`src/sv/qdd_pkg.sv`:
```
// shared types, constants and table functions for the quadrature detent decoder
package qdd_pkg;

  localparam int unsigned PINS_W     = 2;
  localparam int unsigned GRAN_W     = 4;
  localparam int unsigned ACCUM_W    = 8;
  localparam int unsigned POSITION_W = 32;
  localparam int unsigned CFG_IDX_W  = 1;
  localparam int unsigned CFG_DATA_W = 4;

  localparam logic [CFG_IDX_W-1:0] CFG_IDX_GRANULARITY = 1'b0;
  localparam logic [CFG_IDX_W-1:0] CFG_IDX_INVERT      = 1'b1;

  localparam logic [GRAN_W-1:0] GRAN_RESET = 4'd4;

  localparam logic [PINS_W-1:0] PINS_LOW  = 2'd0;
  localparam logic [PINS_W-1:0] PINS_HIGH = 2'd3;

  typedef logic [PINS_W-1:0]         pins_t;
  typedef logic signed [1:0]         moved_t;
  typedef logic signed [2:0]         step_t;
  typedef logic signed [ACCUM_W-1:0] accum_t;

  localparam moved_t MOVED_NONE = 2'sd0;
  localparam moved_t MOVED_UP   = 2'sd1;
  localparam moved_t MOVED_DOWN = -2'sd1;

  function automatic logic at_detent(input pins_t p);
    return (p == PINS_LOW) || (p == PINS_HIGH);
  endfunction

  // signed step for a move from pins a to pins b
  function automatic step_t step_lookup(input pins_t a, input pins_t b);
    step_t s;
    case ({a, b})
      4'b00_00: s = 3'sd0;
      4'b00_01: s = 3'sd1;
      4'b00_10: s = -3'sd1;
      4'b00_11: s = 3'sd2;
      4'b01_00: s = -3'sd1;
      4'b01_01: s = 3'sd0;
      4'b01_10: s = 3'sd0;
      4'b01_11: s = 3'sd1;
      4'b10_00: s = 3'sd1;
      4'b10_01: s = 3'sd0;
      4'b10_10: s = 3'sd0;
      4'b10_11: s = -3'sd1;
      4'b11_00: s = -3'sd2;
      4'b11_01: s = -3'sd1;
      4'b11_10: s = 3'sd1;
      4'b11_11: s = 3'sd0;
      default:  s = 3'sd0;
    endcase
    return s;
  endfunction

endpackage

```
`src/sv/qdd_if.sv`:
```
// valid/ready channel interfaces for pin samples and position results
interface qdd_in_if;
  logic          valid;
  logic          ready;
  qdd_pkg::pins_t pin_state;
  logic          enter_held;

  modport source (output valid, output pin_state, output enter_held, input ready);
  modport sink   (input valid, input pin_state, input enter_held, output ready);
endinterface

interface qdd_out_if;
  logic            valid;
  logic            ready;
  logic [31:0]     position;
  qdd_pkg::moved_t moved;

  modport source (output valid, output position, output moved, input ready);
  modport sink   (input valid, input position, input moved, output ready);
endinterface

```
`src/sv/quadrature_detent_decoder.sv`:
```
// quadrature detent decoder top level: sample register, state update, result register
// Takes one pin sample per clock while results are taken, and returns one result
// per sample, in order. A sample lands in an input register; its state update
// (table lookup, accumulator add with saturation, detent compare, position step)
// runs in one pass and fills the result register once that register is empty or
// its result is being taken, so the sustained rate is one item per cycle while the
// receiver keeps taking results. While a result waits to be taken the input register
// can still take one sample. Granularity and direction are written through the config
// port; the user must keep such writes to idle, as the block does not enforce it.
module quadrature_detent_decoder #(
  parameter int unsigned COUNT_WIDTH = 32
) (
  input  logic                       clk_i,
  input  logic                       rst_ni,
  input  logic                       cfg_we_i,
  input  logic [qdd_pkg::CFG_IDX_W-1:0]  cfg_index_i,
  input  logic [qdd_pkg::CFG_DATA_W-1:0] cfg_data_i,
  qdd_in_if.sink                     in_if,
  qdd_out_if.source                  out_if
);
  import qdd_pkg::*;

  logic [GRAN_W-1:0] gran_q;
  logic              invert_q;

  logic  in_valid_q;
  pins_t in_pins_q;
  logic  in_enter_q;

  pins_t                  last_pins_q, last_pins_d;
  accum_t                 accum_q, accum_d;
  logic                   skip_q, skip_d;
  logic                   primed_q, primed_d;
  logic [COUNT_WIDTH-1:0] pos_q, pos_d;
  moved_t                 moved_d;

  logic                  out_valid_q;
  logic [POSITION_W-1:0] out_pos_q, out_pos_d;
  moved_t                out_moved_q;

  logic advance;

  logic [GRAN_W-1:0]        gran_eff;
  step_t                    step_raw, step_dir;
  logic signed [ACCUM_W+1:0] sum, sum_sat, gran_s;

  assign advance     = in_valid_q && (!out_valid_q || out_if.ready);
  assign in_if.ready = !in_valid_q || advance;

  assign out_if.valid    = out_valid_q;
  assign out_if.position = out_pos_q;
  assign out_if.moved    = out_moved_q;

  // config registers
  always_ff @(posedge clk_i or negedge rst_ni) begin
    if (!rst_ni) begin
      gran_q   <= GRAN_RESET;
      invert_q <= 1'b0;
    end else if (cfg_we_i) begin
      case (cfg_index_i)
        CFG_IDX_GRANULARITY: gran_q   <= cfg_data_i[GRAN_W-1:0];
        CFG_IDX_INVERT:      invert_q <= cfg_data_i[0];
        default: ;
      endcase
    end
  end

  // input register
  always_ff @(posedge clk_i or negedge rst_ni) begin
    if (!rst_ni) begin
      in_valid_q <= 1'b0;
    end else if (in_if.ready) begin
      in_valid_q <= in_if.valid;
    end
  end

  always_ff @(posedge clk_i) begin
    if (in_if.ready && in_if.valid) begin
      in_pins_q  <= in_if.pin_state;
      in_enter_q <= in_if.enter_held;
    end
  end

  // accumulator arithmetic
  always_comb begin
    gran_eff = (gran_q == '0) ? GRAN_W'(1) : gran_q;
    gran_s   = $signed({{(ACCUM_W+2-GRAN_W){1'b0}}, gran_eff});
    step_raw = step_lookup(last_pins_q, in_pins_q);
    step_dir = invert_q ? -step_raw : step_raw;
    sum      = $signed({{2{accum_q[ACCUM_W-1]}}, accum_q})
             + $signed({{(ACCUM_W-1){step_dir[2]}}, step_dir});
    if (sum > $signed((ACCUM_W+2)'(127))) begin
      sum_sat = (ACCUM_W+2)'(127);
    end else if (sum < -$signed((ACCUM_W+2)'(128))) begin
      sum_sat = -$signed((ACCUM_W+2)'(128));
    end else begin
      sum_sat = sum;
    end
  end

  // next state for the sample in the input register
  always_comb begin
    last_pins_d = last_pins_q;
    accum_d     = accum_q;
    skip_d      = skip_q;
    primed_d    = primed_q;
    moved_d     = MOVED_NONE;
    if (!primed_q) begin
      primed_d    = 1'b1;
      last_pins_d = in_pins_q;
      skip_d      = !at_detent(in_pins_q);
    end else if (in_pins_q == last_pins_q) begin
      // unchanged pins leave everything alone
    end else if (skip_q) begin
      if (at_detent(in_pins_q)) begin
        last_pins_d = in_pins_q;
        skip_d      = 1'b0;
      end
    end else begin
      last_pins_d = in_pins_q;
      if (sum_sat >= gran_s) begin
        accum_d = ACCUM_W'(sum_sat - gran_s);
        if (!in_enter_q) begin
          moved_d = MOVED_UP;
        end
      end else if (sum_sat <= -gran_s) begin
        accum_d = ACCUM_W'(sum_sat + gran_s);
        if (!in_enter_q) begin
          moved_d = MOVED_DOWN;
        end
      end else begin
        accum_d = ACCUM_W'(sum_sat);
      end
    end
  end

  always_comb begin
    case (moved_d)
      MOVED_UP:   pos_d = pos_q + COUNT_WIDTH'(1);
      MOVED_DOWN: pos_d = pos_q - COUNT_WIDTH'(1);
      default:    pos_d = pos_q;
    endcase
  end

  generate
    if (COUNT_WIDTH >= POSITION_W) begin : g_pos_trunc
      assign out_pos_d = pos_d[POSITION_W-1:0];
    end else begin : g_pos_ext
      assign out_pos_d = {{(POSITION_W-COUNT_WIDTH){1'b0}}, pos_d};
    end
  endgenerate

  always_ff @(posedge clk_i or negedge rst_ni) begin
    if (!rst_ni) begin
      last_pins_q <= '0;
      accum_q     <= '0;
      skip_q      <= 1'b0;
      primed_q    <= 1'b0;
      pos_q       <= '0;
    end else if (advance) begin
      last_pins_q <= last_pins_d;
      accum_q     <= accum_d;
      skip_q      <= skip_d;
      primed_q    <= primed_d;
      pos_q       <= pos_d;
    end
  end

  // result register
  always_ff @(posedge clk_i or negedge rst_ni) begin
    if (!rst_ni) begin
      out_valid_q <= 1'b0;
    end else if (advance) begin
      out_valid_q <= 1'b1;
    end else if (out_if.ready) begin
      out_valid_q <= 1'b0;
    end
  end

  always_ff @(posedge clk_i) begin
    if (advance) begin
      out_pos_q   <= out_pos_d;
      out_moved_q <= moved_d;
    end
  end

`ifndef SYNTHESIS
  a_skip_needs_primed: assert property (@(posedge clk_i) disable iff (!rst_ni)
    skip_q |-> primed_q)
    else $error("skip mode set before the first sample");

  a_stall_holds_item: assert property (@(posedge clk_i) disable iff (!rst_ni)
    !in_if.ready |-> (in_valid_q && out_valid_q))
    else $error("input stalled with no item waiting");

  a_move_changes_pos: assert property (@(posedge clk_i) disable iff (!rst_ni)
    (advance && moved_d != MOVED_NONE) |=> (pos_q != $past(pos_q)))
    else $error("reported move without a position change");

  a_still_keeps_pos: assert property (@(posedge clk_i) disable iff (!rst_ni)
    (advance && moved_d == MOVED_NONE) |=> $stable(pos_q))
    else $error("position changed without a reported move");
`endif

endmodule

```
`src/flat_wrapper.sv`:
```
// flat-port wrapper written by rule: the top's interface ports become plain ports
module quadrature_detent_decoder_flat import qdd_pkg::*;
#(
  parameter int unsigned COUNT_WIDTH = 32
)
  (clk_i, rst_ni, cfg_we_i, cfg_index_i, cfg_data_i, in_if_valid, in_if_pin_state, in_if_enter_held, in_if_ready, out_if_valid, out_if_position, out_if_moved, out_if_ready);
  qdd_in_if in_if_i ();
  qdd_out_if out_if_i ();
  input  logic clk_i;
  input  logic rst_ni;
  input  logic cfg_we_i;
  input  logic [qdd_pkg::CFG_IDX_W-1:0] cfg_index_i;
  input  logic [qdd_pkg::CFG_DATA_W-1:0] cfg_data_i;
  input wire logic [$bits(in_if_i.valid)-1:0] in_if_valid;
  input wire logic [$bits(in_if_i.pin_state)-1:0] in_if_pin_state;
  input wire logic [$bits(in_if_i.enter_held)-1:0] in_if_enter_held;
  output wire logic [$bits(in_if_i.ready)-1:0] in_if_ready;
  output wire logic [$bits(out_if_i.valid)-1:0] out_if_valid;
  output wire logic [$bits(out_if_i.position)-1:0] out_if_position;
  output wire logic [$bits(out_if_i.moved)-1:0] out_if_moved;
  input wire logic [$bits(out_if_i.ready)-1:0] out_if_ready;
  assign in_if_i.valid = in_if_valid;
  assign in_if_i.pin_state = in_if_pin_state;
  assign in_if_i.enter_held = in_if_enter_held;
  assign in_if_ready = in_if_i.ready;
  assign out_if_valid = out_if_i.valid;
  assign out_if_position = out_if_i.position;
  assign out_if_moved = out_if_i.moved;
  assign out_if_i.ready = out_if_ready;
  quadrature_detent_decoder #(.COUNT_WIDTH(COUNT_WIDTH)) u_core (.clk_i(clk_i), .rst_ni(rst_ni), .cfg_we_i(cfg_we_i), .cfg_index_i(cfg_index_i), .cfg_data_i(cfg_data_i), .in_if(in_if_i), .out_if(out_if_i));
endmodule
```
`config.mk`:
```
export PLATFORM = sky130hd
export DESIGN_NAME = quadrature_detent_decoder_flat
export DESIGN_NICKNAME = d
export VERILOG_FILES = /design/src/sv/qdd_pkg.sv /design/src/sv/qdd_if.sv /design/src/sv/quadrature_detent_decoder.sv /design/src/flat_wrapper.sv
export SDC_FILE = /design/constraint.sdc
export NUM_CORES = 1
export LEC_CHECK = 0
export ABC_AREA = 1
export ABC_CLOCK_PERIOD_IN_PS = 10830
export BUFFER_PORTS_ARGS = -buffer_cell sky130_fd_sc_hd__buf_4
export CORE_ASPECT_RATIO = 1.25
export CORE_MARGIN = 1
export CORE_UTILIZATION = 55
export CTS_CLUSTER_DIAMETER = 30
export DETAILED_ROUTE_END_ITERATION = 10
export PLACE_DENSITY = 0.77
export SKIP_LAST_GASP = 1
export SLEW_MARGIN = 20
export SYNTH_ARGS = -nofsm -noshare
export SYNTH_HDL_FRONTEND = slang
export SYNTH_SLANG_ARGS = --single-unit
```
`constraint.sdc`:
```
create_clock -name clk_i -period 10.83 [get_ports clk_i]
set_input_delay 1.6245 -clock clk_i [delete_from_list [all_inputs] [get_ports clk_i]]
set_output_delay 1.6245 -clock clk_i [all_outputs]
set_load 0.01 [all_outputs]
```
**Word-level counts from Yosys, hierarchy flattened**

Memory sizes are Yosys's and may differ from the RTL's.
Index checks and enable logic that the tools add are counted.
Widths: inputs -> output; s select.

- Logic and storage cells: 74
- Output and inout bits: 36
- Memory bits (read-only): 48
- Memories kept: 1
- Register bits after elaboration: 88

Memories:

| memory | depth | width | rd ports | clocked after memory_dff | write ports | line | text |
|---|---|---|---|---|---|---|---|
| (name not given) | 16 | 3 | 1 | 0 | 0 | qdd_pkg.sv:35 | `case ({a, b})` |

- $lt $le $gt $ge: 4
- Add/sub/neg operators: 7
- Reductions and logical operators: 16
- Multiplexer cells: 24
- Bitwise logic cells: 3
- Equal/unequal tests: 6

Operator list:

| kind | number |
|---|---|
| $pmux 32 s2 | 1 |
| $add 32x1->32 const B | 1 |
| $sub 32x1->32 const B | 1 |
| $mux 10 | 2 |
| $mux 2 | 10 |
| $mux 8 | 2 |
| $ge 10x5->1 | 1 |
| $gt 10x8->1 const B | 1 |
| $le 10x10->1 | 1 |
| $lt 10x8->1 const B | 1 |
| $neg 4->10 | 1 |
| $add 8x3->9 | 1 |
| $add 8x5->8 | 1 |
| $sub 8x5->8 | 1 |
| $mux 1 | 7 |
| $reduce_and 2->1 | 3 |
| $eq 2x2->1 const B | 2 |
| $logic_not 4->1 | 1 |
| $mux 4 | 1 |
| $reduce_and 4->1 | 1 |
| $logic_not 1->1 | 3 |
| $logic_or 1x1->1 | 3 |
| $mux 3 | 1 |
| $ne 3x3->1 const B | 1 |
| other kinds (9) | 12 |

**Longest topological paths before layout**

An unclocked memory read counts as a cell.

- Depth after elaboration: 15
- Mapped depth: 48

**Worst setup path before layout**

OpenSTA, ideal clock, no wires.

- Path type: register to register
- Start: register u_core.in_pins_q[1]
- End: register u_core.out_pos_q[22], in the netlist u_core.out_if.position[22] (data pin)
- Setup slack: 2.867 ns
- Required time: 10.573 ns
- Cell stages (with the launch flop): 40
- Arrival time: 7.706 ns
- Period minus slack after synthesis: 7.963 ns
- Path buffers: 0
- Cells stage by stage: edfxtp_1 -> inv_1 -> ha_1 -> inv_1 -> xor2_1 -> ha_1 -> inv_1 -> nand2_1 -> xor2_1 -> ha_1 -> nand2_1 -> inv_1 -> a21oi_1 -> nand2_1 -> nand2_1 -> nand2_2 -> nand2_2 -> inv_1 -> (+4 left out) -> nor2_1 -> o21ai_1 -> nand2_1 -> nand2_1 -> nand2_1 -> nand2_1 -> nand2_1 -> inv_2 -> nor3_1 -> ha_1 -> a21oi_1 -> nand2_1 -> a31oi_1 -> o21ai_0 -> a21boi_0 -> o21ai_0 -> xor2_1 -> o21ai_2

- Word-level cells in the longest chain between the ends: 15

Ends and longest elaborated chain:

| element | line | text |
|---|---|---|
| start, declared | quadrature_detent_decoder.sv:27 | `pins_t in_pins_q;` |
| start signal, assigned | quadrature_detent_decoder.sv:79 | `in_pins_q <= in_if.pin_state;` |
| $mem_v2 16x3 | n/a |  |
| $neg 3->3 | quadrature_detent_decoder.sv:89 | `step_dir = invert_q ? -step_raw : step_raw;` |
| $mux 3 | quadrature_detent_decoder.sv:89 |  |
| $add 8x3->9 | quadrature_detent_decoder.sv:91 | `+ $signed({{(ACCUM_W-1){step_dir[2]}}, step_dir});` |
| $lt 10x8->1 | quadrature_detent_decoder.sv:94 | `end else if (sum < -$signed((ACCUM_W+2)'(128))) begin` |
| $mux 10 | quadrature_detent_decoder.sv:94 |  |
| $mux 10 | quadrature_detent_decoder.sv:92 | `if (sum > $signed((ACCUM_W+2)'(127))) begin` |
| $le 10x10->1 | quadrature_detent_decoder.sv:126 | `end else if (sum_sat <= -gran_s) begin` |
| $mux 2 | quadrature_detent_decoder.sv:126 |  |
| $mux 2 | quadrature_detent_decoder.sv:121 | `if (sum_sat >= gran_s) begin` |
| $mux 2 | quadrature_detent_decoder.sv:114 | `end else if (skip_q) begin` |
| $mux 2 (*) | quadrature_detent_decoder.sv:112 | `end else if (in_pins_q == last_pins_q) begin` |
| $mux 2 (*) | quadrature_detent_decoder.sv:108 | `if (!primed_q) begin` |
| $eq 2x2->1 or $eq 2x1->1 (tied branches) | quadrature_detent_decoder.sv:138 | `case (moved_d)` |
| $pmux 32 s2 (*) | quadrature_detent_decoder.sv:138 |  |
| named net u_core.out_pos_d[22] | quadrature_detent_decoder.sv:38 | `logic [POSITION_W-1:0] out_pos_q, out_pos_d;` |
| end signal, assigned | quadrature_detent_decoder.sv:182 | `out_pos_q <= out_pos_d;` |
| end, declared | quadrature_detent_decoder.sv:38 |  |

Mark *: on every way through the listed nets, which the timed path passes. The rest lies on a longest branch.
A chain may end at the register's enable or synchronous reset.

**Final worst setup path**

Same ends and word-level chain as after synthesis.

==> results.txt <==
The final count of negative-setup-slack endpoints is 0. The setup total negative slack came out at 0 ns. The die covers 0.01253 mm². The antenna cell count came out at 0. The normalized max-slew margin came out at 48.42%. TritonCTS built the clock tree.

The worst setup path is captured at a flip-flop. The number of synthesis warnings is 0. The routability congestion estimate from global placement came out at 0.9180.

The H-tree level count came out at 3. After synthesis, the largest family of logic cells by area is simple AND/OR/NAND/NOR gates. Along the worst hold path, the cell count comes to 2. The portion of netlist area occupied by mux cells came out at 0%. The area added between synthesis and finish came out at 11.90%. After synthesis the netlist holds a flip-flop and latch count of 88. The via count normalized by instance count came out at 5.384. The final hold slack came out at 0.5112 ns. The initial core utilization came out at 56.95%. The die outline height came out at 124.9 µm.

The period utilization came out at 71.63%. The estimated wirelength of the detail-placed design came out at 10790 µm. The first-pass iteration count of the detailed router is 7. The area share of and/or/nand/nor cells after synthesis is 24.08%.

The buffer type at the clock tree root is clkbuf_16. The number of antenna violations at the first check in global routing is 0. The worst setup path is launched from a flip-flop. In the final routed layout, each cell accounts on average for 13.86 µm. For this run, the leading register cell type out of synthesis is dfrtp_1. The detailed-route wire length is 14570 µm. On the final layout, the worst clock skew is 0.006002 ns. In this run, CTS created clock tree buffers numbering 9. The DRC marker count from the first detailed-route iteration is 324. The total via count in the routed design came out at 5659. The minimum period implied by the final worst setup slack came out at 7.758 ns.

The net count reported at finish came out at 965. The netlist uses 45 different library cells. The count of pins on the block boundary is 49. The total placed instance area came out at 0.007132 mm². The adder and majority gate portion of the synthesized area came out at 13.06%. The overflow left after global routing is 0.

The library cells used most frequently in the layout, excluding fill and tap cells, are nand2_1, inv_1, ha_1. The cell area after synthesis came out at 0.006646 mm². The pin count of the biggest net entering global routing is 70. In this run the horizontal extent of the chip is 100.3 µm. The largest single stage delay on the critical path is 0.51 ns. The count of standard-cell rows is 44. The area share of xor/xnor cells in the synthesized design came out at 5.403%.

The run finished with clean final reports. The average footprint of a synthesized cell came out at 7.922 µm². The total global routing track utilization came out at 24.79%. In the final layout, the multi-input gates occupy 0.003862 mm². The worst-margin pin slew came out at 0.7737 ns. The number of inserted filler cells in the final layout is 1037.

The number of gates resized after cts came out at 0. The first global-routing pass estimated 24760 µm of wire. The ratio of cells with drive above 1 in the final layout is 12.81%. Setup repair after global routing left no endpoint under its margin. The number of buffers added for setup after CTS came out at 0. The number of global-route vias before repair was 5437.

The count of clock tree sinks is 88. After synthesis, the share of flip-flops with an asynchronous set or reset is 57.95%. The fraction of the yosys area taken by sequential cells came out at 35.94%. The number of buffers on the longest clock path is 2. The clock network latency to the later pin of the worst-skew pair is 0.35 ns. The hold violation total from the final report came out at 0. Max-cap violations in this run came to 0. In this run the worst hold path is classified as reg2reg.

Among the stages of the critical path, the cell type that occurs most often is inv_1. The register cell area after layout is 0.002389 mm². The total count of max-transition violations in the final report is 0.

The clock slew at the register clock pins of the worst setup and hold paths came out at 0.07 ns. The count of input and output buffers came out at 48. Leaving out fill and tap cells, the most frequent cell in the layout is nand2_1.

The complex-gate fraction of the synthesized area came out at 15.38%. The largest individual stage delay along the critical path comes from the cell o21ai_0. The path depth of the worst reg2reg path came out at 36. Counting flops with a built-in enable in the synthesized netlist gives 37. The required time of the critical path is 10.91 ns. The cts-stage hold buffer count is 0. The arrival time at the worst endpoint is 7.84 ns. For this run, the top clock speed supported by timing is 128.9 MHz. The post-route DRC violation count is 0.

The number of nets still failing antenna checks after routing came out at 0. The area of the core region came out at 0.01167 mm². The number of instances in the synthesized netlist is 839. The worst setup path is of the reg2reg kind. After routing the design area is 0.007437 mm². Of all nets on the critical path, the largest fanout is 31.
==> cell usage after synthesis, types with 3 or more instances <==
cell      instances  share of area, %
o21ai_1           6              0.45
inv_2             5              0.28
ha_1             63                12
fa_1              4               1.2
o21bai_1          5              0.56
o21ai_0          38               2.9
edfxtp_1         37                17
o21ai_2          25               3.3
xnor2_1          21               2.8
nand3b_1          3              0.34
nand4_1           9              0.85
nand2_4           4              0.68
o211ai_1          6              0.68
xor2_1           20               2.6
inv_1            72               4.1
o21a_1            5              0.56
nor2_1           50               2.8
dfrtp_1          50                19
a31oi_1           9              0.85
clkbuf_1          7              0.40
buf_6             5              0.85
a21o_1            6              0.68
o31ai_1           4              0.45
nor3_1           10              0.75
nand3_1          32               2.4
a21oi_1          55               4.1
nand2_2           4              0.38
nand2_1         261                15
==> area by class of cell <==
type | count | share of cell area [%]
Inverter | 77 | 3.886
Clock buffer | 11 | 3.264
Sequential cell | 88 | 32.12
Multi-Input combinational cell | 657 | 51.93
Tap cell | 161 | 2.709
Timing Repair Buffer | 52 | 5.249
Clock inverter | 5 | 0.8412
==> layer usage <==
layer  track usage, %  routed length (µm)  part of all wire [%]  up-vias
li1                 -                   -                     -     2911
met1            29.86                6161                    42     2603
met2            44.20                7534                    52      115
met3            3.423                 471                   3.2       30
met4            9.633                 403                   2.8        0
met5                0                   0                     0        -
==> kinds of logic (layout without fill, tap and decap cells) <==
group                      count (synthesis)  count (layout)
and+or+nand+nor                          381             381
AOI/OAI and AO/OA                        166             166
buffers and inverters                     95             145
DFF                                       88              88
adders and majority gates                 67              67
xor gates and xnor gates                  41              41
other                                      1               2
==> registers in the layout, summed over array words and instances, names as in the netlist <==
register	cells
u_core.accum_q	8
u_core.last_pins_q	2
u_core.in_pins_q	2
u_core.invert_q	1
u_core.out_if.valid	1
u_core.out_if.position	32
u_core.in_valid_q	1
u_core.primed_q	1
u_core.pos_q	32
u_core.gran_q	4
u_core.in_enter_q	1
u_core.out_if.moved	2
u_core.skip_q	1
==> per-stage QoR <==
| stage | util, % | std cells | worst slack [ns] |
|---|---|---|---|
| after global routing | 63.72 | 1051 | 2.207 |
| after CTS | 63.72 | 1051 | 3.083 |
| after detailed placement | 61.11 | 1035 | 3.123 |
| after floorplan | - | 840 | 2.867 |
| after global placement | 61.11 | 1035 | 3.127 |
| final | 63.72 | 1051 | 3.072 |
==> path summary, 6_finish.rpt <==
| kind | slack (ns) | end | start |
|---|---|---|---|
| max in group asynchronous | 9.05 | u_core.pos_q[23]$_DFFE_PN0P_ | rst_ni |
| min in group asynchronous | 1.32 | u_core.last_pins_q[1]$_DFFE_PN0P_ | rst_ni |
| hold / removal | 0.51 | u_core.accum_q[0]$_DFFE_PN0P_ | u_core.accum_q[0]$_DFFE_PN0P_ |
| hold reg to reg | 0.51 | u_core.accum_q[0]$_DFFE_PN0P_ | u_core.accum_q[0]$_DFFE_PN0P_ |
| setup reg to reg | 3.07 | u_core.out_if.position[22]$_DFFE_PP_ | u_core.in_pins_q[1]$_DFFE_PP_ |
| setup / recovery | 3.07 | u_core.out_if.position[22]$_DFFE_PP_ | u_core.in_pins_q[1]$_DFFE_PP_ |
==> critical path, delay by kind of cell, from the launching register on <==
family,cells,cell delay [ns]
DFF,1,0.45
xor gates and xnor gates,3,0.90
adders and majority gates,5,1.68
AOI/OAI and AO/OA,8,2.28
buffers and inverters,8,1.01
and+or+nand+nor,12,1.13
Power is left out: the tool's default activity adds up to more than one toggle a clock period on the data nets, which glitch-free logic cannot reach.
